<file path="src/hw/rtl/pmq_pkg.sv">
`default_nettype none
package pmq_pkg;

    localparam int ROT_W = 16;
    localparam int TRANS_W = 32;
    localparam int POS_W = 32;
    localparam int QUAT_W = 16;
    localparam int SCALE_W = 24;
    localparam int NUM_W = 17;
    localparam int RAD_W = 17;
    localparam int ROOT_W = 16;
    localparam int QUEUE_DEPTH = 2;

    localparam logic [SCALE_W-1:0] SCALE_RESET = 24'd65536;

    // orientation case codes
    localparam logic [1:0] SEL_TRACE = 2'd0;
    localparam logic [1:0] SEL_X = 2'd1;
    localparam logic [1:0] SEL_Y = 2'd2;
    localparam logic [1:0] SEL_Z = 2'd3;

    // classified pose job
    typedef struct packed {
        logic [8:0][ROT_W-1:0]   rot;
        logic [2:0][TRANS_W-1:0] trans;
        logic [1:0]              sel;
        logic [RAD_W-1:0]        rad;
        logic [2:0][NUM_W-1:0]   num_mag;
        logic [2:0]              num_neg;
    } job_t;

endpackage
`default_nettype wire

</file>
<file path="src/hw/rtl/pmq_fifo.sv">
`default_nettype none
module pmq_fifo #(
    parameter int DEPTH = pmq_pkg::QUEUE_DEPTH
) (
    input  wire logic          clk,
    input  wire logic          rst_n,
    input  wire logic          push,
    input  wire pmq_pkg::job_t push_data,
    output logic               full,
    input  wire logic          pop,
    output logic               not_empty,
    output pmq_pkg::job_t      head
);

    localparam int PTR_W = (DEPTH > 1) ? $clog2(DEPTH) : 1;
    localparam int CNT_W = $clog2(DEPTH + 1);

    pmq_pkg::job_t store_reg [DEPTH];
    logic [PTR_W-1:0] wr_ptr_reg, rd_ptr_reg;
    logic [CNT_W-1:0] count_reg;

    assign full = (count_reg == CNT_W'(DEPTH));
    assign not_empty = (count_reg != '0);
    assign head = store_reg[rd_ptr_reg];

    always_ff @(posedge clk or negedge rst_n)
    begin
        if (!rst_n)
        begin
            wr_ptr_reg <= '0;
            rd_ptr_reg <= '0;
            count_reg <= '0;
        end
        else
        begin
            if (push)
                wr_ptr_reg <= (wr_ptr_reg == PTR_W'(DEPTH - 1)) ? '0 : wr_ptr_reg + 1'b1;
            if (pop)
                rd_ptr_reg <= (rd_ptr_reg == PTR_W'(DEPTH - 1)) ? '0 : rd_ptr_reg + 1'b1;
            if (push && !pop)
                count_reg <= count_reg + 1'b1;
            else if (pop && !push)
                count_reg <= count_reg - 1'b1;
        end
    end

    always_ff @(posedge clk)
    begin
        if (push)
            store_reg[wr_ptr_reg] <= push_data;
    end

endmodule
`default_nettype wire

</file>
<file path="config.mk">
export PLATFORM = sky130hd
export DESIGN_NAME = pmq_fifo
export DESIGN_NICKNAME = d
export VERILOG_FILES = /design/src/hw/rtl/pmq_pkg.sv /design/src/hw/rtl/pmq_fifo.sv
export SDC_FILE = /design/constraint.sdc
export NUM_CORES = 1
export LEC_CHECK = 0
export BUFFER_PORTS_ARGS = -buffer_cell sky130_fd_sc_hd__buf_4
export CORE_MARGIN = 2
export CORE_UTILIZATION = 35
export CTS_CLUSTER_DIAMETER = 100
export DETAILED_ROUTE_END_ITERATION = 8
export GPL_TIMING_DRIVEN = 0
export PLACE_DENSITY = 0.6
export SLEW_MARGIN = 20
export SYNTH_ARGS = -nofsm -noshare
export SYNTH_HDL_FRONTEND = slang
export SYNTH_SLANG_ARGS = --single-unit
</file>
<file path="constraint.sdc">
create_clock -name clk -period 38.3 [get_ports clk]
set_input_delay 1.915 -clock clk [delete_from_list [all_inputs] [get_ports clk]]
set_output_delay 1.915 -clock clk [all_outputs]
set_load 0.01 [all_outputs]
</file>
==> reports/qor.txt, run 1 <==
Status - finished, final reports clean
Overall Power - 2.43 mW
Most used cell, CP - buf_6
CTS buffer count - 69
DRC - 0
Post-synth top area cell - edfxtp_1
Cells after synthesis - 990
Final worst path period share - 10.5%
M1 GR Usage - 16.4%
Yosys cell types - 14
# IOs - 632
Setup violators final - 0
Initial Util - 35.5%
Crit Path Class - reg2out
Crit path max fanout - 10
Met3 Use GR - 5.23%
Type of element capturing the critical path - primary output
Post-synthesis average cell area - 24.1 um^2
Top delay family on crit path - buffers and inverters
Leakage Power - 12.8 nW
DRT Pass-1 Iters - 6
Setup TNS - 0 ns
Hold path endpoint - count_reg[1]
Ys async rst share - 0.635%
Die Wd - 265 um
Clock transition at the registers of the reported paths - 0.05 ns
VDD IR max - 38.0 uV
Final Critical Period - 4.00 ns
Layer with the highest usage - met2
CP startpoint kind - flop
YS warnings - 0
Dominant cell by count in the synthesized netlist - edfxtp_1
Largest register FFs - 626
Largest net degree at the start of global routing - 51
Core area - 0.0673 mm^2
GP Congestion - 0.775
Routed length per instance - 21.4 um
CTS sink count - 630
Skew final - 0.0299 ns
Reg2Reg Launch Point - wr_ptr_reg
CP required - 36.38 ns
CP Data Arrival Time - 2.09 ns
Post-Syn Area - 0.0239 mm^2
Seq/Total Area, Yosys - 79.2%
Synth top area cells - edfxtp_1, mux2_4, mux2_2
Utilization after layout - 48.1%
Vias - 11,787
Initial antenna violation count - 5
Hold Path Stages - 1
Worst-path cell chain - buf_6, buf_6, buf_6, mux2_4, buf_4
Post-synth EDFFs - 626
Maximum clock path buffer count - 3
Main synth FF type - edfxtp_1
Postcts setup bufs - 0
FP Rows - 95
First-pass GRT wire length - 81,100 um
Die area - 0.0702 mm^2
Capturing point of the worst reg2reg path - store_reg[0][72]
WL final - 56,400 um
Total track usage - 15.6%
Initial drt markers - 707
Vias in the first global route - 12,806
DPL Wire Length - 41,100 um
Hold Path Class - reg2reg
Slew @ Worst Pin - 0.582 ns
Synthesized Nets - 1,308
Most instantiated cells after synthesis - edfxtp_1, mux2_4, mux2_2, buf_6, buf_2
Final Max Tran Viols - 0
CTS tree - done
CP max stage cell - mux2_4
Worst path bufs/invs - 4
Worst skew pair latency - 0.60 ns
Hold Crit Start - count_reg[1]
Worst path max stage delay - 0.34 ns
Share of layout cells above drive strength 1 - 62.4%
Post-DR vias/cell - 4.46
Die Ht - 265 um
Top cell type's share of synthesized area - 78.8%
Relative slew slack - 61.1%
Power Density - 75.2 mW/mm^2
Dpl cells - 2,516
Reg-to-reg slack, setup - 35.60 ns
Total gr overflow - 0
Area Overhead vs Synth - 35.6%
Final #Nets - 2,032
H-tree Lvls - 3
Clk root buf - clkbuf_16
GR Layer Usage met2 - 28.4%
IO Port Bufs - 631
RSZ-0062 raised after global routing - false
Filler instances - 5,686
Cell depth of the worst setup path - 5
Hold Vio Cnt, Final - 0
CTS hold repair buffers - 0
Seq cells post-synth - 630
Post-CTS sizing - 0
Number of max-cap violations - 0
FF-to-FF path depth - 8
Finished Layout Cells - 2,642
Routed Antenna Nets - 0
Fmax - 250 MHz
-- cell type report --
class	count	area (um^2)	share of cell area, %
multi-input cells	324	4600	14.2
flip-flops and latches	630	18900	58.4
repair buffers	653	5280	16.3
well taps	873	1090	3.38
clock inverters	36	267	0.824
plain buffers	35	363	1.12
diodes	4	10.0	0.0310
clock buffers	86	1830	5.66
inverters	1	3.75	0.0116
-- layout by cell type (no fill, tap or decap), drive strengths merged, types with 2 or more instances in the layout --
cell,instances
buf,688
edfxtp,626
mux2,313
clkbuf,86
clkinv,30
diode,4
xor2,4
dfrtp,4
inv,3
clkinvlp,2
bufinv,2
nor2b,2
-- per-stage QoR --
stage	worst slack (ns)	cell area [um^2]	hold WS [ns]
final	34.30	32300	0.519
after global routing	34.19	32300	0.544
after global placement	12.89	29700	0.469
after floorplan	21.90	23900	0.447
after CTS	34.22	32300	0.514
after detailed placement	33.91	30200	0.498
-- how the worst max path moves through the flow --
| stage | to | from | slack, ns |
|---|---|---|---|
| final | head[167] | rd_ptr_reg | 34.30 |
| after global routing | head[167] | rd_ptr_reg | 34.19 |
| after CTS | head[167] | rd_ptr_reg | 34.22 |
| after detailed placement | store_reg[0][153] | push | 33.91 |
| after global placement | store_reg[0][154] | push | 12.89 |
| after floorplan | store_reg[0][0] | push | 21.90 |
-- layer usage --
metal  part of all wire, %  wire, um
met1                    36     20100
met2                    54     30300
met3                   7.6      4310
met4                   2.9      1610
met5                 0.023        13
-- report_power, final --
group	total [mW]	internal [mW]	switching [mW]	leakage, nW
logic	0.874	0.469	0.404	5.86
clock network	0.616	0.354	0.262	1.03
registers	0.942	0.912	0.0295	5.92
-- worst reg2reg max path: stages, from the launching register on --
cell and delay (ns):
dfrtp_1 0.42, nor2b_4 0.50, buf_12 0.27, buf_12 0.21, buf_16 0.19, buf_12 0.20, buf_16 0.21, buf_12 0.20
buf_16 0.20
-- kinds of logic after synthesis --
group,Yosys count,share of synthesized area (%)
fa+ha+maj,1,0.0525
flops,630,79.2
xor+xnor,5,0.184
simple gates,5,0.121
buf+inv,36,1.54
mux,313,18.9
(Power assumes the default switching activity.)
==> run 2, diff against run 1 <==
--- a/config.mk
+++ b/config.mk
@@ -11,7 +11,7 @@
 export CTS_CLUSTER_DIAMETER = 100
 export DETAILED_ROUTE_END_ITERATION = 8
 export GPL_TIMING_DRIVEN = 0
-export PLACE_DENSITY = 0.6
+export PLACE_DENSITY = 0.62
 export SLEW_MARGIN = 20
 export SYNTH_ARGS = -nofsm -noshare
 export SYNTH_HDL_FRONTEND = slang
==> constraint.sdc (replaced) <==
create_clock -name clk -period 3.3 [get_ports clk]
set_input_delay 0.165 -clock clk [delete_from_list [all_inputs] [get_ports clk]]
set_output_delay 0.165 -clock clk [all_outputs]
set_load 0.01 [all_outputs]
==> run 2 against run 1 <==
Sequential share of layout area shrank 5.3 points. Power rose to 12 times the previous value. Combinational power increased to 12 times the previous value. Critical path type is now reg2reg. Largest power group unchanged.
==> reports/qor.txt, run 2 (synthesis gave the netlist of run 1 again) <==
Diode count - 0 (-4)
Routed Antenna Nets - 0 (unchanged)
Area Overhead vs Synth - 49.2%
Post-CTS sizing - 0 (unchanged)
Number of max-cap violations - 0 (unchanged)
Type of element capturing the critical path - flop
Power Density - 813 mW/mm^2 (+980%)
Finished Layout Cells - 2,959 (+12%)
DRT Pass-1 Iters - 4 (-2)
Filler instances - 5,302 (-6.8%)
CP max stage cell - nor2b_4
VDD IR max - 554 uV (+1400%)
Top delay family on crit path - buffers and inverters
DRC - 0 (unchanged)
Total gr overflow - 0 (unchanged)
Overall Power - 28.9 mW (+1100%)
Fmax - 399 MHz
Final Max Tran Viols - 0 (unchanged)
WL final - 59,600 um (+5.7%)
Relative slew slack - 60.3% (-0.79 points)
Skew final - 0.0158 ns (-0.0141 ns)
FP Rows - 95 (unchanged)
Commonest non-fill, non-tap cell in the layout - buf_4
Design area - 0.0356 mm^2 (+10%)
Hold Path Class - in2reg
Initial antenna violation count - 3 (-2)
Maximum clock path buffer count - 3 (unchanged)
Hold Vio Cnt, Final - 0 (unchanged)
Final #Nets - 2,349 (+16%)
Total track usage - 16.4% (+0.86 points)
Clk root buf - clkbuf_16
Initial Util - 35.5% (unchanged)
Worst skew pair latency - 0.59 ns (about the same)
First-pass GRT wire length - 87,300 um (+7.6%)
M1 GR Usage - 18.1% (+1.7 points)
Leakage Power - 14.2 nW (+10%)
CTS tree - done
IO Port Bufs - 631 (unchanged)
GP Congestion - 0.761 (-1.9%)
Routed length per instance - 20.2 um (-5.6%)
Core area - 0.0673 mm^2 (unchanged)
Die area - 0.0702 mm^2 (unchanged)
RSZ-0062 raised after global routing - false
Area after DPL - 0.0302 mm^2 (about the same)
Vias - 13,203 (+12%)
Share of layout cells above drive strength 1 - 52.4% (-10 points)
H-tree Lvls - 3 (unchanged)
Setup violators final - 0 (unchanged)
CTS buffer count - 70 (+1.4%)
Most frequent cells in the layout - buf_4, edfxtp_1, dlygate4sd3_1
Status - finished, final reports clean
Post-DR vias/cell - 4.46 (about the same)
Final Critical Period - 2.50 ns
GR Layer Usage met2 - 30.2% (+1.7 points)
CP Data Arrival Time - 2.78 ns (+0.69 ns)
Die Ht - 265 um (unchanged)
DPL Wire Length - 41,400 um (+0.84%)
Hold_ws - 0.290 ns (-0.229 ns)
Worst path max stage delay - 0.51 ns (+0.17 ns)
Vias in the first global route - 14,579 (+14%)
Crit Path Class - reg2reg
Clock transition at the registers of the reported paths - 0.06 ns (about the same)
Layer with the highest usage - met2
Met3 Use GR - 4.43% (-0.80 points)
Largest net degree at the start of global routing - 51 (unchanged)
Slew @ Worst Pin - 0.594 ns (+0.0119 ns)
Dpl cells - 2,515 (-0.040%)
CP startpoint kind - flop
CTS sink count - 630 (unchanged)
Final worst path period share - 75.9%
Setup TNS - 0 ns (unchanged)
Initial drt markers - 721 (+2.0%)
CP required - 3.58 ns (-32.80 ns)
Largest register FFs - 626 (unchanged)
# IOs - 632 (unchanged)
Crit path max fanout - 25 (+15)
Worst-path cell chain - nor2b_4, buf_16, buf_16, buf_12, buf_16, buf_12, buf_12
Worst path bufs/invs - 6 (+2)
Die Wd - 265 um (unchanged)
run 2: cell types whose count changed in the layout (fill, tap and decap cells not counted), moves of 2 or more:
cell,change
clkinv_8,-2
clkinv_2,-10
inv_6,-2
clkbuf_16,+3
inv_16,+2
dlygate4sd3_1,+317
clkbuf_8,-2
clkbuf_1,+13
diode_2,-4
run 2: path summary, 6_finish.rpt:
check	slack, ns	depth (start not counted)	to	from
setup / recovery	0.80	7	store_reg[0][154]	wr_ptr_reg
hold / removal	0.29	2	store_reg[1][163]	push_data[163]
setup reg to reg	0.80	7	store_reg[0][154]	wr_ptr_reg
hold reg to reg	0.48	1	count_reg[1]	count_reg[1]
max in group asynchronous	2.61	3	wr_ptr_reg	rst_n
min in group asynchronous	0.50	3	count_reg[1]	rst_n
run 2: final cells by class:
class / instances / area [um^2] / share of cell area [%]
Buffer: 35 / 363 / 1.02
Clock buffer: 100 / 1930 / 5.42
Clock inverter: 27 / 279 / 0.784
Inverter: 1 / 3.75 / 0.0105
Multi-Input combinational cell: 324 / 4600 / 12.9
Sequential cell: 630 / 18900 / 53.1
Tap cell: 873 / 1090 / 3.07
Timing Repair Buffer: 969 / 8430 / 23.7
run 2: metal layers:
metal / up-vias / part of all wire [%]
li1: 6065 / -
met1: 6611 / 37
met4: 6 / 2.9
met2: 420 / 53
met3: 101 / 6.5
met5: - / 0.057
run 2: power breakdown:
group          switching, mW  leakage [nW]  internal, mW
combinational           4.84          7.18          5.68
sequential             0.354          5.92          10.6
clock                   3.11          1.06          4.35
run 2: metrics by stage:
stage / worst slack [ns] / utilization, %
after CTS: 0.746 / 52.9
after global routing: 0.671 / 52.9
final: 0.796 / 52.9
after global placement: -4.97 / 44.1
after detailed placement: 0.753 / 44.9
after floorplan: -2.19 / -
run 2: timing repair:
action,CTS,global route
hold buffers,317,0
setup buffers,0,0
endpoints found under the hold margin,633,0
endpoints found under the setup margin,0,0
