**src/hw/rtl/pmq_pkg.sv**
```systemverilog
`default_nettype none
package pmq_pkg;

    localparam int ROT_W = 16;
    localparam int TRANS_W = 32;
    localparam int POS_W = 32;
    localparam int QUAT_W = 16;
    localparam int SCALE_W = 24;
    localparam int NUM_W = 17;
    localparam int RAD_W = 17;
    localparam int ROOT_W = 16;
    localparam int QUEUE_DEPTH = 2;

    localparam logic [SCALE_W-1:0] SCALE_RESET = 24'd65536;

    // orientation case codes
    localparam logic [1:0] SEL_TRACE = 2'd0;
    localparam logic [1:0] SEL_X = 2'd1;
    localparam logic [1:0] SEL_Y = 2'd2;
    localparam logic [1:0] SEL_Z = 2'd3;

    // classified pose job
    typedef struct packed {
        logic [8:0][ROT_W-1:0]   rot;
        logic [2:0][TRANS_W-1:0] trans;
        logic [1:0]              sel;
        logic [RAD_W-1:0]        rad;
        logic [2:0][NUM_W-1:0]   num_mag;
        logic [2:0]              num_neg;
    } job_t;

endpackage
`default_nettype wire

```
**src/hw/rtl/pmq_front.sv**
```systemverilog
`default_nettype none
module pmq_front (
    input  wire logic signed [15:0] rot_00,
    input  wire logic signed [15:0] rot_01,
    input  wire logic signed [15:0] rot_02,
    input  wire logic signed [15:0] rot_10,
    input  wire logic signed [15:0] rot_11,
    input  wire logic signed [15:0] rot_12,
    input  wire logic signed [15:0] rot_20,
    input  wire logic signed [15:0] rot_21,
    input  wire logic signed [15:0] rot_22,
    input  wire logic signed [31:0] trans_x,
    input  wire logic signed [31:0] trans_y,
    input  wire logic signed [31:0] trans_z,
    output pmq_pkg::job_t           job
);

    logic signed [17:0] l0, l1, l2, l4, l5, l6, l8, l9, l10;
    logic signed [17:0] tr;
    logic signed [18:0] rad_s;
    logic signed [17:0] d69, d82, d14, s14, s82, s69;
    logic signed [17:0] num_a, num_b, num_c;
    logic [1:0] sel;

    always_comb
    begin
        l0 = 18'(rot_00);
        l1 = 18'(rot_01);
        l2 = 18'(rot_02);
        l4 = 18'(rot_10);
        l5 = 18'(rot_11);
        l6 = 18'(rot_12);
        l8 = 18'(rot_20);
        l9 = 18'(rot_21);
        l10 = 18'(rot_22);
        tr = l0 + l5 + l10;
        d69 = l6 - l9;
        d82 = l8 - l2;
        d14 = l1 - l4;
        s14 = l1 + l4;
        s82 = l8 + l2;
        s69 = l6 + l9;

        if (tr > 18'sd0)
        begin
            sel = pmq_pkg::SEL_TRACE;
            rad_s = 19'sd16384 + 19'(tr);
        end
        else if (l0 > l5 && l0 > l10)
        begin
            sel = pmq_pkg::SEL_X;
            rad_s = 19'sd16384 + 19'(l0) - 19'(l5) - 19'(l10);
        end
        else if (l5 > l10)
        begin
            sel = pmq_pkg::SEL_Y;
            rad_s = 19'sd16384 + 19'(l5) - 19'(l0) - 19'(l10);
        end
        else
        begin
            sel = pmq_pkg::SEL_Z;
            rad_s = 19'sd16384 + 19'(l10) - 19'(l0) - 19'(l5);
        end

        unique case (sel)
            pmq_pkg::SEL_TRACE:
            begin
                num_a = d69;
                num_b = d82;
                num_c = d14;
            end
            pmq_pkg::SEL_X:
            begin
                num_a = d69;
                num_b = s14;
                num_c = s82;
            end
            pmq_pkg::SEL_Y:
            begin
                num_a = d82;
                num_b = s14;
                num_c = s69;
            end
            default:
            begin
                num_a = d14;
                num_b = s82;
                num_c = s69;
            end
        endcase

        job.rot = {rot_22, rot_21, rot_20, rot_12, rot_11, rot_10, rot_02, rot_01, rot_00};
        job.trans = {trans_z, trans_y, trans_x};
        job.sel = sel;
        // negative radicand clamps to zero
        job.rad = rad_s[18] ? '0 : rad_s[16:0];
        job.num_neg = {num_c[17], num_b[17], num_a[17]};
        job.num_mag[0] = num_a[17] ? 17'(-num_a) : num_a[16:0];
        job.num_mag[1] = num_b[17] ? 17'(-num_b) : num_b[16:0];
        job.num_mag[2] = num_c[17] ? 17'(-num_c) : num_c[16:0];
    end

endmodule
`default_nettype wire

```
**config.mk**
```make
export PLATFORM = sky130hd
export DESIGN_NAME = pmq_front
export DESIGN_NICKNAME = d
export VERILOG_FILES = /design/src/hw/rtl/pmq_pkg.sv /design/src/hw/rtl/pmq_front.sv
export SDC_FILE = /design/constraint.sdc
export NUM_CORES = 1
export LEC_CHECK = 0
export BUFFER_PORTS_ARGS = -buffer_cell sky130_fd_sc_hd__clkbuf_2
export CAP_MARGIN = 30
export CORE_AREA = 2 2 215 217
export DETAILED_ROUTE_END_ITERATION = 6
export DIE_AREA = 0 0 217 219
export GPL_ROUTABILITY_DRIVEN = 0
export GPL_TIMING_DRIVEN = 0
export PLACE_DENSITY = 0.66
export SYNTH_ARGS = -nofsm -noshare
export SYNTH_HDL_FRONTEND = slang
export SYNTH_SLANG_ARGS = --single-unit
```
**constraint.sdc**
```tcl
create_clock -name vclk -period 14.5
set_input_delay 0.725 -clock vclk [all_inputs]
set_output_delay 0.725 -clock vclk [all_outputs]
set_load 0.05 [all_outputs]
```
==> flow_metrics.py, run 1 <==
metrics = {
    "outcome": {
        "status": "complete, no violations",
    },
    "die": {
        "die-area_mm2": 0.04752,
        "start_util_pct": 35.11,
        "io_pins": 553,
        "rows": 78,
        "die_h_um": 219,
        "die_w_um": 217,
        "coreArea_mm2": 0.04509,
    },
    "placement": {
        "port-buffer-count": 457,
        "post-dp-hpwl_um": 47160,
        "dp_slack_ns": 3.790,
    },
    "timing": {
        "maxSlewViolCount": 0,
        "tns_ns": 0,
        "slew_headroom_pct": 21.26,
        "min_period_over_period_pct": 75.04,
        "period_minus_slack_ns": 10.88,
        "worst_pin_slew_ns": 1.165,
        "rsz0062_at_grt": "false",
        "setup_viol": 0,
        "clock.fmax_ghz": 0.09190,
        "layout_setup_ws_ns": 3.619,
        "hold_viol_final": 0,
    },
    "setup_path": {
        "worstPathMaxFanout": 10,
        "startpoint_type": "input port",
        "crit_slowest_cell": "fa_1",
        "worstPathArrival_ns": 10.16,
        "endpoint_kind": "output pin",
        "slowest_delay_ns": 0.56,
        "worstSetupPathType": "input port to output pin",
        "cp.required_ns": 13.78,
    },
    "layout": {
        "multi_input_area_mm2": 0.01293,
        "nFlopsAndLatches": 0,
        "synthToLayoutAreaGrowth_pct": 19.19,
        "fin_util_pct": 41.85,
        "antennaDiodeCount": 0,
        "nClkBuffers": 0,
        "fin_nets": 3166,
        "nFillCells": 4628,
        "drive_above_1_share_pct": 29.08,
        "seqCellArea_um2": 0,
    },
    "logic_synthesis": {
        "yosysTopAreaCell": "ha_1",
        "synthAdderAreaFrac_pct": 33.78,
        "synthTopCellsByArea": "ha_1 (24%), buf_4 (11%), fa_1 (9.4%)",
        "synthDominantCellAreaShare_pct": 24.42,
        "syn_inst": 2084,
        "yosysSeqAreaShare_pct": 0,
        "synth_top_family_by_area": "adder cells",
        "synth_mux_area_share_pct": 1.857,
        "synth-compound-area-share_pct": 22.56,
        "yosys.area_share.simple_pct": 14.86,
        "synth_area_mm2": 0.01583,
        "synth_xor_area_share_pct": 8.630,
        "avgSynthCellArea_um2": 7.597,
        "syn_nets": 2707,
        "yosysUniqueCellTypes": 86,
        "synth_warnings": 0,
    },
    "drt": {
        "drc": 0,
        "dr.pass1.iters": 6,
        "first_iter_violations": 1227,
        "vias": 16210,
        "wirelength_um": 53540,
        "ant_nets": 0,
        "post_drt_wl_per_cell_um": 17.05,
        "via_per_inst": 5.160,
    },
    "clocking": {
        "ctsHoldBuffers": 0,
        "postCtsSetupRepairBufs": 0,
        "cts_resized": 0,
    },
    "global_route": {
        "grt_pass1_wl_um": 80120,
        "grt_overflow": 0,
        "grtUsageTotal_pct": 20.86,
        "antenna_found_initial": 2,
        "grt_max_degree": 14,
        "grt_pass1_vias": 15060,
    },
    "power": {
        "power.total_uw": 2432,
        "power.leakage_uw": 0.009951,
        "p_per_area_mw_per_mm2": 128.9,
        "peakVddDrop_uv": 199.4,
    },
    "worst_hold_path": {
        "hold_path_class": "input port to output pin",
    },
    "run": {
        "timing.max_cap.violations": 0,
    },
}
[area by class of cell]
type	instances	share of cell area, %
tap	600	3.979
multi-input combinational	1560	68.53
buffer	297	10.85
timing repair buffer	457	12.12
inverter	227	4.516
[report_power, final]
group          internal, uW  switching (uW)  total, uW
clock network             0               0          0
logic                   702            1730       2430
registers                 0               0          0
[through the flow]
stage | area [um2] | hold WS, ns | std cells
2_1_floorplan | 15830 | 1.617 | 2084
3_3_place_gp | 18870 | 1.779 | 3141
3_5_place_dp | 18870 | 1.778 | 3141
4_1_cts | 18870 | 1.778 | 3141
5_1_grt | 18870 | 1.780 | 3141
6_report | 18870 | 1.777 | 3141
[worst max-delay path: cells and delay by family]
family | cells | cell delay (ns)
XOR/XNOR | 2 | 0.56
AO/OA/AOI/OAI | 8 | 1.95
adder cells (fa/ha/maj) | 5 | 1.69
AND/OR/NAND/NOR | 11 | 2.24
buffers and inverters | 11 | 2.98
[logic make-up after synthesis]
| family | count (synthesis) |
|---|---|
| xor gates and xnor gates | 156 |
| buffers and inverters | 524 |
| and+or+nand+nor | 469 |
| adders and majority gates | 383 |
| muxes | 29 |
| AOI/OAI and AO/OA | 523 |
[synth_stat cells (6+ instances only)]
| cell | count |
|---|---|
| o31ai_1 | 16 |
| and2_1 | 12 |
| xnor2_1 | 111 |
| ha_1 | 309 |
| nor2_1 | 126 |
| nor2b_1 | 33 |
| inv_1 | 223 |
| a31oi_1 | 18 |
| nand2_1 | 101 |
| a2111oi_0 | 6 |
| nand3_1 | 31 |
| a21oi_1 | 132 |
| a22oi_1 | 18 |
| nor3_1 | 44 |
| a221o_1 | 10 |
| o31a_1 | 7 |
| o21a_1 | 25 |
| a221oi_1 | 12 |
| or3_1 | 20 |
| a22o_1 | 7 |
| xor2_1 | 45 |
| o211ai_1 | 13 |
| o21bai_1 | 26 |
| a211oi_1 | 31 |
| nand4_1 | 7 |
| nor4_1 | 16 |
| and3_1 | 16 |
| a211o_1 | 9 |
| o221ai_1 | 6 |
| o21ai_0 | 92 |
| fa_1 | 74 |
| a21o_1 | 26 |
| buf_2 | 8 |
| nand2b_1 | 23 |
| clkbuf_1 | 41 |
| buf_4 | 240 |
| mux2i_1 | 26 |
| a21boi_0 | 11 |
[routing by layer]
metal	track usage, %	share of wire [%]
met5	0	0.041
met2	36.29	47
met1	28.28	44
met3	1.275	6.4
met4	4.589	2.7
[worst paths after layout]
kind	from	to	slack (ns)	cells after the start
max	rot_00[7]	job[13]	3.62	37
min	trans_x[12]	job[85]	1.78	2
[placed cells by master, fill, tap and decap left out, drive strengths merged, types with 6 or more instances in the layout]
cell type / count
clkbuf: 498
ha: 309
buf: 256
inv: 227
a21oi: 133
nor2: 126
xnor2: 111
nand2: 102
o21ai: 95
fa: 74
xor2: 45
nor3: 44
nor2b: 33
a211oi: 33
nand3: 31
o21bai: 26
a21o: 26
mux2i: 26
o21a: 25
nand2b: 23
or3: 20
a31oi: 20
a22oi: 18
o31ai: 18
and3: 17
nor4: 16
o211ai: 13
and2: 13
a221oi: 13
a21boi: 11
a221o: 10
a211o: 9
o31a: 7
a22o: 7
nand4: 7
a2111oi: 6
o221ai: 6
Note: power is estimated with default switching activity, not from simulation.
==> inputs of run 2 (changes only) <==
clock period = 10.55 ns   (was 14.5 ns; I/O delays follow)
==> run 2 against run 1 <==
Effect of this change: first-iteration DRC count grew 0.65%; die area is the same; worst hold slack lost 0.40 ns; via count grew 0.35%; sequential share of layout area is the same; worst setup slack lost 3.0 ns; critical path depth shrank 5; routed wire length grew 0.13%; cell area is essentially flat; sequential cell count is the same; critical path type unchanged; critical endpoint is now job[16]; largest power group unchanged.
==> flow_metrics.py, run 2 (synthesized netlist as in run 1, its figures left out) <==
metrics = {
    "drt": {
        "dr.pass1.iters": 7,
        "ant_nets": 0,
        "wirelength_um": 53610,
        "drc": 0,
        "via_per_inst": 5.180,
        "post_drt_wl_per_cell_um": 17.07,
        "vias": 16260,
        "first_iter_violations": 1235,
    },
    "timing": {
        "slew_headroom_pct": 17.53,
        "hold_viol_final": 0,
        "rsz0062_at_grt": "false",
        "worst_pin_slew_ns": 1.220,
        "tns_ns": 0,
        "min_period_over_period_pct": 93.83,
        "period_minus_slack_ns": 9.899,
        "setup_viol": 0,
        "maxSlewViolCount": 0,
        "clock.fmax_ghz": 0.1010,
    },
    "run": {
        "timing.max_cap.violations": 0,
    },
    "layout": {
        "seqCellArea_um2": 0,
        "antennaDiodeCount": 0,
        "nFlopsAndLatches": 0,
        "fin_cells": 3140,
        "layout_commonest_cell": "clkbuf_2",
        "drive_above_1_share_pct": 29.17,
        "layout_common_cells": "clkbuf_2 (459), ha_1 (309), buf_4 (240), inv_1 (223), a21oi_1 (132)",
        "multi_input_area_mm2": 0.01293,
        "fin_nets": 3165,
        "nFillCells": 4627,
        "nClkBuffers": 0,
        "fin_util_pct": 41.85,
        "synthToLayoutAreaGrowth_pct": 19.18,
    },
    "clocking": {
        "ctsHoldBuffers": 0,
        "cts_resized": 0,
        "postCtsSetupRepairBufs": 0,
    },
    "setup_path": {
        "path_depth": 32,
        "worstPathMaxFanout": 10,
        "worstPathArrival_ns": 9.37,
        "worstSetupPathType": "input port to output pin",
        "cp_num_buf_inv": 7,
        "slowest_delay_ns": 0.56,
        "cp.required_ns": 10.02,
        "endpoint_kind": "output pin",
        "cpLargestDelayFamily": "compound AO/OA/AOI/OAI gates",
        "crit_slowest_cell": "fa_1",
        "startpoint_type": "input port",
    },
    "die": {
        "die_w_um": 217,
        "coreArea_mm2": 0.04509,
        "die-area_mm2": 0.04752,
        "start_util_pct": 35.11,
        "io_pins": 553,
        "rows": 78,
        "die_h_um": 219,
    },
    "placement": {
        "post-dp-hpwl_um": 47160,
        "port-buffer-count": 457,
        "placedCellCount": 3141,
    },
    "worst_hold_path": {
        "min_to": "job[85]",
        "min_from": "trans_x[12]",
        "hold_path_class": "input port to output pin",
        "whs_path_depth": 2,
    },
    "global_route": {
        "grt_max_degree": 14,
        "grt_pass1_vias": 15060,
        "grt_overflow": 0,
        "grtUsageTotal_pct": 20.86,
        "grt_pass1_wl_um": 80120,
        "antenna_found_initial": 2,
    },
    "power": {
        "p_per_area_mw_per_mm2": 177.1,
        "peakVddDrop_uv": 274.0,
        "power.total_uw": 3342,
        "power.leakage_uw": 0.009957,
    },
    "outcome": {
        "status": "complete, no violations",
    },
}
run 2: where the power goes:
part           leakage, uW  internal (uW)  switching [uW]  total [uW]
Combinational      0.00996            964            2380        3340
Clock                    0              0               0           0
Sequential               0              0               0           0
run 2: how the worst max path moves through the flow:
| stage | from | to | slack [ns] |
|---|---|---|---|
| floorplan | rot_00[7] | job[19] | 1.32 |
| global placement | rot_00[7] | job[17] | 0.33 |
| detailed placement | rot_00[7] | job[13] | 0.24 |
| CTS | rot_00[7] | job[13] | 0.19 |
| global route | rot_00[7] | job[18] | 0.16 |
| finish | rot_00[7] | job[16] | 0.65 |
run 2: layout make-up:
type | count | area share, %
multi-input cells | 1560 | 68.53
repair buffers | 457 | 12.12
plain buffers | 296 | 10.85
inverters | 227 | 4.516
well taps | 600 | 3.979
run 2: stage by stage:
step                      hold slack, ns  setup slack, ns  area, um2
after floorplan                    1.222            1.315      15830
after global placement             1.384           0.3323      18870
after detailed placement           1.383           0.2352      18870
after CTS                          1.383           0.1931      18870
after global routing               1.385           0.1614      18870
final                              1.382           0.6513      18870
run 2: metal layers:
| layer | vias to the layer above | track usage [%] | routed length (um) |
|---|---|---|---|
| li1 | 7879 | - | - |
| met1 | 7561 | 28.28 | 23500 |
| met2 | 736 | 36.29 | 25100 |
| met3 | 84 | 1.275 | 3593 |
| met4 | 4 | 4.589 | 1394 |
| met5 | - | 0 | 22 |
