$ cat config.mk
export PLATFORM = sky130hd
export DESIGN_NAME = pmq_back
export DESIGN_NICKNAME = d
export VERILOG_FILES = /design/src/hw/rtl/pmq_pkg.sv /design/src/hw/rtl/pmq_div.sv /design/src/hw/rtl/pmq_back.sv
export SDC_FILE = /design/constraint.sdc
export NUM_CORES = 2
export LEC_CHECK = 0
export BUFFER_PORTS_ARGS = -buffer_cell sky130_fd_sc_hd__buf_2
export CORE_MARGIN = 1
export CORE_UTILIZATION = 50
export CTS_BUF_LIST = sky130_fd_sc_hd__clkbuf_4 sky130_fd_sc_hd__clkbuf_8 sky130_fd_sc_hd__clkbuf_16
export DETAILED_ROUTE_END_ITERATION = 8
export GPL_TIMING_DRIVEN = 0
export PLACE_DENSITY = 0.68
export SLEW_MARGIN = 25
export SYNTH_ARGS = -nofsm -noshare
export SYNTH_HDL_FRONTEND = slang
export SYNTH_SLANG_ARGS = --single-unit
$ cat constraint.sdc
create_clock -name clk -period 23.8 [get_ports clk]
set_input_delay 4.76 -clock clk [delete_from_list [all_inputs] [get_ports clk]]
set_output_delay 4.76 -clock clk [all_outputs]
set_load 0.05 [all_outputs]
$ cat src/hw/rtl/pmq_pkg.sv
`default_nettype none
package pmq_pkg;

    localparam int ROT_W = 16;
    localparam int TRANS_W = 32;
    localparam int POS_W = 32;
    localparam int QUAT_W = 16;
    localparam int SCALE_W = 24;
    localparam int NUM_W = 17;
    localparam int RAD_W = 17;
    localparam int ROOT_W = 16;
    localparam int QUEUE_DEPTH = 2;

    localparam logic [SCALE_W-1:0] SCALE_RESET = 24'd65536;

    // orientation case codes
    localparam logic [1:0] SEL_TRACE = 2'd0;
    localparam logic [1:0] SEL_X = 2'd1;
    localparam logic [1:0] SEL_Y = 2'd2;
    localparam logic [1:0] SEL_Z = 2'd3;

    // classified pose job
    typedef struct packed {
        logic [8:0][ROT_W-1:0]   rot;
        logic [2:0][TRANS_W-1:0] trans;
        logic [1:0]              sel;
        logic [RAD_W-1:0]        rad;
        logic [2:0][NUM_W-1:0]   num_mag;
        logic [2:0]              num_neg;
    } job_t;

endpackage
`default_nettype wire

$ cat src/hw/rtl/pmq_div.sv
`default_nettype none
module pmq_div (
    input  wire logic        clk,
    input  wire logic        rst_n,
    input  wire logic        start,
    input  wire logic        step,
    input  wire logic [16:0] num_mag,
    input  wire logic [15:0] root,
    output logic [15:0]      quo
);

    logic [32:0] rem_reg, den_reg;
    logic [15:0] quo_reg;
    logic        hold_reg;
    logic [32:0] n_full, lim;
    logic [32:0] rem_v, den_v;
    logic [15:0] quo_v;

    assign quo = quo_reg;

    always_comb
    begin
        // (2n + d) over 2d with n = num << 14, d = 2 * root
        n_full = {1'b0, num_mag, 15'b0} + {16'b0, root, 1'b0};
        lim = {root, 17'b0};
        rem_v = rem_reg;
        den_v = den_reg;
        quo_v = quo_reg;
        for (int i = 0; i < 2; i++)
        begin
            if (rem_v >= den_v)
            begin
                rem_v = rem_v - den_v;
                quo_v = {quo_v[14:0], 1'b1};
            end
            else
                quo_v = {quo_v[14:0], 1'b0};
            den_v = {1'b0, den_v[32:1]};
        end
    end

    always_ff @(posedge clk or negedge rst_n)
    begin
        if (!rst_n)
            hold_reg <= 1'b1;
        else if (start)
            hold_reg <= (root == '0) || (n_full >= lim);
    end

    always_ff @(posedge clk)
    begin
        if (start)
        begin
            rem_reg <= n_full;
            den_reg <= lim;
            if (root == '0)
                quo_reg <= '0;
            else if (n_full >= lim)
                quo_reg <= 16'h8000;
            else
                quo_reg <= '0;
        end
        else if (step && !hold_reg)
        begin
            rem_reg <= rem_v;
            den_reg <= den_v;
            quo_reg <= quo_v;
        end
    end

endmodule
`default_nettype wire

$ cat src/hw/rtl/pmq_back.sv
`default_nettype none
module pmq_back (
    input  wire logic               clk,
    input  wire logic               rst_n,
    input  wire logic               job_valid,
    input  wire pmq_pkg::job_t      job,
    output logic                    job_pop,
    input  wire logic [23:0]        scale,
    output logic                    res_valid,
    input  wire logic               res_stall,
    output logic signed [31:0]      pos_x,
    output logic signed [31:0]      pos_y,
    output logic signed [31:0]      pos_z,
    output logic signed [15:0]      quat_w,
    output logic signed [15:0]      quat_x,
    output logic signed [15:0]      quat_y,
    output logic signed [15:0]      quat_z
);

    localparam logic [1:0] ST_IDLE = 2'd0;
    localparam logic [1:0] ST_RUN = 2'd1;
    localparam logic [1:0] ST_DONE = 2'd2;

    localparam logic [2:0] PH_LAST = 3'd6;
    localparam logic [4:0] QC_SQRT_END = 5'd8;
    localparam logic [4:0] QC_DIV_END = 5'd16;
    localparam logic [4:0] QC_LAST = 5'd17;

    logic [1:0] state_reg;
    logic       pbusy_reg, qbusy_reg, res_valid_reg;
    logic [1:0] prow_reg;
    logic [2:0] pph_reg;
    logic [4:0] qcnt_reg;

    pmq_pkg::job_t      job_reg;
    logic [8:0][15:0]   mrow_reg;
    logic signed [61:0] acc_reg;
    logic signed [35:0] p_reg;
    logic [31:0]        pval_reg [3];
    logic [31:0]        sq_v_reg;
    logic [15:0]        sq_root_reg;
    logic [19:0]        sq_rem_reg;
    logic [15:0]        s_reg;

    logic [31:0] pos_x_reg, pos_y_reg, pos_z_reg;
    logic [15:0] qw_reg, qx_reg, qy_reg, qz_reg;

    logic start, load_out, div_start, div_step;
    logic signed [18:0] mul_a;
    logic signed [31:0] mul_b;
    logic signed [50:0] prod;
    logic signed [61:0] prod62, negv, rv;
    logic [45:0] r46;
    logic [31:0] pos_sat;
    logic [31:0] sq_v_n;
    logic [15:0] sq_root_n;
    logic [19:0] sq_rem_n, sq_shift, sq_trial;
    logic [16:0] s_sum;
    logic [15:0] s_calc, quarter;
    logic [15:0] quo [3];
    logic [15:0] comp_w, comp_x, comp_y, comp_z;

    function automatic logic [15:0] fmt_w(input logic neg, input logic [15:0] mag);
        logic [15:0] r;
        if (neg)
            r = 16'(-mag);
        else
            r = (mag > 16'd32767) ? 16'd32767 : mag;
        return r;
    endfunction

    function automatic logic [15:0] fmt_v(input logic neg, input logic [15:0] mag);
        logic [15:0] m;
        m = (mag > 16'd32767) ? 16'd32767 : mag;
        return neg ? m : 16'(-m);
    endfunction

    assign start = (state_reg == ST_IDLE) && job_valid;
    assign job_pop = start;
    assign load_out = (state_reg == ST_DONE) && (!res_valid_reg || !res_stall);
    assign div_start = qbusy_reg && (qcnt_reg == QC_SQRT_END);
    assign div_step = qbusy_reg && (qcnt_reg > QC_SQRT_END) && (qcnt_reg <= QC_DIV_END);

    // shared position multiplier
    always_comb
    begin
        case (pph_reg)
            3'd0:
            begin
                mul_a = 19'(signed'(mrow_reg[0]));
                mul_b = job_reg.trans[0];
            end
            3'd1:
            begin
                mul_a = 19'(signed'(mrow_reg[1]));
                mul_b = job_reg.trans[1];
            end
            3'd2:
            begin
                mul_a = 19'(signed'(mrow_reg[2]));
                mul_b = job_reg.trans[2];
            end
            3'd4:
            begin
                mul_a = {1'b0, p_reg[17:0]};
                mul_b = {8'b0, scale};
            end
            default:
            begin
                mul_a = {p_reg[35], p_reg[35:18]};
                mul_b = {8'b0, scale};
            end
        endcase
        prod = mul_a * mul_b;
        prod62 = 62'(prod);
        negv = -acc_reg + 62'sd8192;
        rv = acc_reg + 62'sd32768;
        r46 = rv[61:16];
        if (!r46[45] && (r46[44:31] != '0))
            pos_sat = 32'h7FFF_FFFF;
        else if (r46[45] && (r46[44:31] != '1))
            pos_sat = 32'h8000_0000;
        else
            pos_sat = r46[31:0];
    end

    // square root, two result bits a cycle
    always_comb
    begin
        sq_v_n = sq_v_reg;
        sq_root_n = sq_root_reg;
        sq_rem_n = sq_rem_reg;
        sq_shift = '0;
        sq_trial = '0;
        for (int i = 0; i < 2; i++)
        begin
            sq_shift = {sq_rem_n[17:0], sq_v_n[31:30]};
            sq_trial = {2'b0, sq_root_n, 2'b01};
            sq_v_n = {sq_v_n[29:0], 2'b0};
            if (sq_shift >= sq_trial)
            begin
                sq_rem_n = sq_shift - sq_trial;
                sq_root_n = {sq_root_n[14:0], 1'b1};
            end
            else
            begin
                sq_rem_n = sq_shift;
                sq_root_n = {sq_root_n[14:0], 1'b0};
            end
        end
        // round to nearest
        s_sum = {1'b0, sq_root_reg} + ((sq_rem_reg > {4'b0, sq_root_reg}) ? 17'd1 : 17'd0);
        s_calc = s_sum[15:0];
        quarter = 16'(({1'b0, s_reg} + 17'd1) >> 1);
    end

    for (genvar g = 0; g < 3; g++)
    begin : g_div
        pmq_div u_div (
            .clk     (clk),
            .rst_n   (rst_n),
            .start   (div_start),
            .step    (div_step),
            .num_mag (job_reg.num_mag[g]),
            .root    (s_calc),
            .quo     (quo[g])
        );
    end

    // lane to component routing per case
    always_comb
    begin
        unique case (job_reg.sel)
            pmq_pkg::SEL_TRACE:
            begin
                comp_w = fmt_w(1'b0, quarter);
                comp_x = fmt_v(job_reg.num_neg[0], quo[0]);
                comp_y = fmt_v(job_reg.num_neg[1], quo[1]);
                comp_z = fmt_v(job_reg.num_neg[2], quo[2]);
            end
            pmq_pkg::SEL_X:
            begin
                comp_w = fmt_w(job_reg.num_neg[0], quo[0]);
                comp_x = fmt_v(1'b0, quarter);
                comp_y = fmt_v(job_reg.num_neg[1], quo[1]);
                comp_z = fmt_v(job_reg.num_neg[2], quo[2]);
            end
            pmq_pkg::SEL_Y:
            begin
                comp_w = fmt_w(job_reg.num_neg[0], quo[0]);
                comp_x = fmt_v(job_reg.num_neg[1], quo[1]);
                comp_y = fmt_v(1'b0, quarter);
                comp_z = fmt_v(job_reg.num_neg[2], quo[2]);
            end
            default:
            begin
                comp_w = fmt_w(job_reg.num_neg[0], quo[0]);
                comp_x = fmt_v(job_reg.num_neg[1], quo[1]);
                comp_y = fmt_v(job_reg.num_neg[2], quo[2]);
                comp_z = fmt_v(1'b0, quarter);
            end
        endcase
    end

    always_ff @(posedge clk or negedge rst_n)
    begin
        if (!rst_n)
        begin
            state_reg <= ST_IDLE;
            pbusy_reg <= 1'b0;
            qbusy_reg <= 1'b0;
            prow_reg <= '0;
            pph_reg <= '0;
            qcnt_reg <= '0;
            res_valid_reg <= 1'b0;
        end
        else
        begin
            unique case (state_reg)
                ST_IDLE:
                    if (start)
                        state_reg <= ST_RUN;
                ST_RUN:
                    if (!pbusy_reg && !qbusy_reg)
                        state_reg <= ST_DONE;
                ST_DONE:
                    if (load_out)
                        state_reg <= ST_IDLE;
                default:
                    state_reg <= ST_IDLE;
            endcase

            if (start)
            begin
                pbusy_reg <= 1'b1;
                prow_reg <= '0;
                pph_reg <= '0;
            end
            else if (pbusy_reg)
            begin
                if (pph_reg == PH_LAST)
                begin
                    pph_reg <= '0;
                    if (prow_reg == 2'd2)
                        pbusy_reg <= 1'b0;
                    else
                        prow_reg <= prow_reg + 1'b1;
                end
                else
                    pph_reg <= pph_reg + 1'b1;
            end

            if (start)
            begin
                qbusy_reg <= 1'b1;
                qcnt_reg <= '0;
            end
            else if (qbusy_reg)
            begin
                if (qcnt_reg == QC_LAST)
                    qbusy_reg <= 1'b0;
                else
                    qcnt_reg <= qcnt_reg + 1'b1;
            end

            if (load_out)
                res_valid_reg <= 1'b1;
            else if (!res_stall)
                res_valid_reg <= 1'b0;
        end
    end

    always_ff @(posedge clk)
    begin
        if (start)
        begin
            job_reg <= job;
            mrow_reg <= job.rot;
            sq_v_reg <= {1'b0, job.rad, 14'b0};
            sq_root_reg <= '0;
            sq_rem_reg <= '0;
        end
        else
        begin
            if (pbusy_reg)
            begin
                case (pph_reg)
                    3'd0:    acc_reg <= prod62;
                    3'd1:    acc_reg <= acc_reg + prod62;
                    3'd2:    acc_reg <= acc_reg + prod62;
                    3'd3:    p_reg <= negv[49:14];
                    3'd4:    acc_reg <= prod62;
                    3'd5:    acc_reg <= acc_reg + {prod62[43:0], 18'b0};
                    default:
                    begin
                        pval_reg[prow_reg] <= pos_sat;
                        mrow_reg <= {48'b0, mrow_reg[8:3]};
                    end
                endcase
            end
            if (qbusy_reg && (qcnt_reg < QC_SQRT_END))
            begin
                sq_v_reg <= sq_v_n;
                sq_root_reg <= sq_root_n;
                sq_rem_reg <= sq_rem_n;
            end
            if (div_start)
                s_reg <= s_calc;
        end

        if (load_out)
        begin
            pos_x_reg <= pval_reg[0];
            pos_y_reg <= pval_reg[1];
            pos_z_reg <= pval_reg[2];
            qw_reg <= comp_w;
            qx_reg <= comp_x;
            qy_reg <= comp_y;
            qz_reg <= comp_z;
        end
    end

    assign res_valid = res_valid_reg;
    assign pos_x = pos_x_reg;
    assign pos_y = pos_y_reg;
    assign pos_z = pos_z_reg;
    assign quat_w = qw_reg;
    assign quat_x = qx_reg;
    assign quat_y = qy_reg;
    assign quat_z = qz_reg;

endmodule
`default_nettype wire

==> impl_metrics.py <==
metrics = {
    "synthesis": {
        "synth_flop_cell": "edfxtp_1",
        "syn-cell-area_sq_um": 82950,
        "syn_inst": 8742,
        "synth_area_leader_cell": "edfxtp_1",
        "synthTopCellsByArea": "edfxtp_1 32%, fa_1 15%, ha_1 8.3%, nand2_1 5.2%, nor2_1 3.8%",
        "synth-edff-count": 878,
        "ys_ff_latch": 984,
        "synth.distinct_cells": 98,
        "avgSynthCellArea_sq_um": 9.489,
        "synth_async_sr_flop_share": 0.01829,
        "yosysTopAreaCellShare": 0.3178,
        "synthesis.nets": 10240,
        "yosysSeqAreaShare": 0.3445,
        "ys_warn_count": 0,
    },
    "sta": {
        "setup_viol": 0,
        "finalCriticalPeriod_ns": 16.17,
        "drv_slew": 0,
        "fin_skew_ns": 0.09767,
        "setup_tns_ns": 0,
        "finalHoldViolations": 0,
        "worstMarginPinSlew_ns": 1.227,
        "rsz0062_at_grt": "false",
        "clock.fmax_ghz": 0.06185,
        "fin_crit_sh": 0.6793,
        "maxSlewHeadroom": 0.1787,
    },
    "clocking": {
        "cts_hold_buf": 0,
        "cts_buffers": 109,
        "cts_tree": "yes",
        "ctsResizeCount": 0,
        "ctsHtreeMaxLevel": 3,
        "cts.path.max_buffers": 3,
        "post_cts_buffers": 0,
        "clk_latency_ns": 0.83,
        "cts.sinks": 984,
        "ctsRootBufferMaster": "clkbuf_16",
        "clk_pin_slew_ns": 0.06,
    },
    "drt": {
        "drt_wl_total_um": 291400,
        "wl_per_cell_um": 24.95,
        "firstDrtPassIters": 6,
        "avgViaCountPerCell": 6.005,
        "antenna_left": 0,
        "route.detailed.drc": 0,
        "drt-initial-drc-count": 7440,
        "num_vias": 70130,
    },
    "place": {
        "port_buffers": 502,
        "dp_hpwl_um": 233300,
        "globalplace.congestion": 1.049,
    },
    "setup_path": {
        "crit_slowest_cell": "clkbuf_1",
        "cp-end-kind": "register",
        "rrSetupSlack_ns": 8.68,
        "worstSetupPathType": "in2reg",
        "critPathArrivalTime_ns": 16.69,
        "r2r_end": "acc_reg[56]",
        "cp_max_fo": 10,
        "cp_common_cell": "fa_1",
        "reg2regPathDepth": 41,
        "r2r_start": "pph_reg[1]",
        "max_stage_delay_ns": 0.60,
        "crit_path_start_kind": "input pin",
        "cp.required_ns": 24.32,
    },
    "status": {
        "status": "finished, final reports clean",
    },
    "grt": {
        "antenna_found_initial": 11,
        "grt_pass1_vias": 67800,
        "grt.total_usage": 0.3421,
        "gr-total-overflow": 0,
        "grt_pass1_wl_um": 428600,
        "grt_max_degree": 54,
    },
    "cells_and_area": {
        "final_util": 0.5654,
        "largest_reg_flops": 152,
        "finalNetCount": 10880,
        "fillers": 14680,
        "final_common_cell": "nand2_1",
        "most-common-layout-cells": "1,148 x nand2_1, 878 x edfxtp_1, 840 x nor2_1",
        "area_growth_pct": 12.33,
        "drive_gt1_frac": 0.09892,
    },
    "hold_path": {
        "whs_path_depth": 0,
        "hold_start": "pval_reg[2][30]",
        "hold_path.class": "reg2reg",
        "whs_endpoint": "pos_z[30]",
    },
    "floorplanning": {
        "dieWidth_um": 409.3,
        "fp-row-count": 149,
        "die_h_um": 409.3,
        "dieArea_sq_um": 167500,
        "coreArea_sq_um": 164800,
        "start_util": 0.5034,
        "io_pins": 503,
    },
    "run": {
        "cap_viol_max_count": 0,
    },
}
worst max-delay path, delay by kind of cell:
kind,cells,cell delay [ns]
XOR/XNOR,2,0.76
AO/OA/AOI/OAI,16,4.63
buffers and inverters,6,1.09
AND/OR/NAND/NOR,3,0.92
adder cells (fa/ha/maj),9,4.50
cells by family (layout without fill, tap and decap cells):
group                    Yosys count  after routing  share of synthesized area
buffers and inverters           1164           1904                    0.05412
multiplexers                     128            128                    0.01630
adder cells (fa/ha/maj)         1152           1152                     0.2281
AND/OR/NAND/NOR                 2825           2825                     0.1515
other                              0              8                          0
AO/OA/AOI/OAI                   1962           1962                     0.1498
XOR/XNOR                         527            527                    0.05564
flip-flops                       984            984                     0.3445
area by class of cell:
class	instances	area, sq um	share of cell area
Multi-Input combinational cell	6594	50150	0.5381
Sequential cell	984	28580	0.3067
Timing Repair Buffer	535	3294	0.03535
Inverter	794	2980	0.03198
Clock buffer	131	2918	0.03131
Tap cell	2189	2739	0.02939
Buffer	370	1523	0.01634
Clock inverter	74	982.2	0.01054
Antenna cell	8	20.02	0.0002148
layer usage:
layer  vias to the layer above  share of wire  GRT usage
li1                      31650              -          -
met5                         -        0.00017          0
met4                        10          0.047     0.1411
met2                      3750           0.44     0.5286
met1                     34080           0.41     0.4613
met3                       639           0.10    0.08052
stage by stage:
| step | hold WS (ns) | worst slack (ns) | area, sq um | std cells |
|---|---|---|---|---|
| floorplan | 0.4003 | 8.591 | 82950 | 8742 |
| detailed placement | 0.4045 | 6.859 | 89210 | 11470 |
| CTS | 0.4188 | 7.685 | 93110 | 11670 |
| global route | 0.4204 | 7.245 | 93160 | 11670 |
| global placement | 0.4016 | 3.993 | 88210 | 11430 |
| finish | 0.4152 | 7.633 | 93180 | 11680 |
synthesized netlist by cell type (95+ instances only):
library cell / number
edfxtp_1: 878
nand2_1: 1149
inv_1: 791
nor3_1: 111
fa_1: 601
a21o_1: 247
a21oi_1: 606
nand3_1: 123
clkbuf_1: 313
ha_1: 551
xnor2_1: 319
nor2_1: 850
xor2_1: 208
a211oi_1: 95
and2_1: 129
o21ai_0: 392
how the worst max path moves through the flow:
stage | start | to | slack [ns]
after floorplan | job_valid | job_pop | 8.59
after global placement | job_valid | job_pop | 3.99
after detailed placement | scale[0] | acc_reg[56] | 6.86
after CTS | scale[0] | acc_reg[56] | 7.68
after global routing | scale[0] | acc_reg[56] | 7.25
final | scale[0] | acc_reg[56] | 7.63
Power is left out: the tool's default activity adds up to more than one toggle a clock period on the data nets, which glitch-free logic cannot reach.
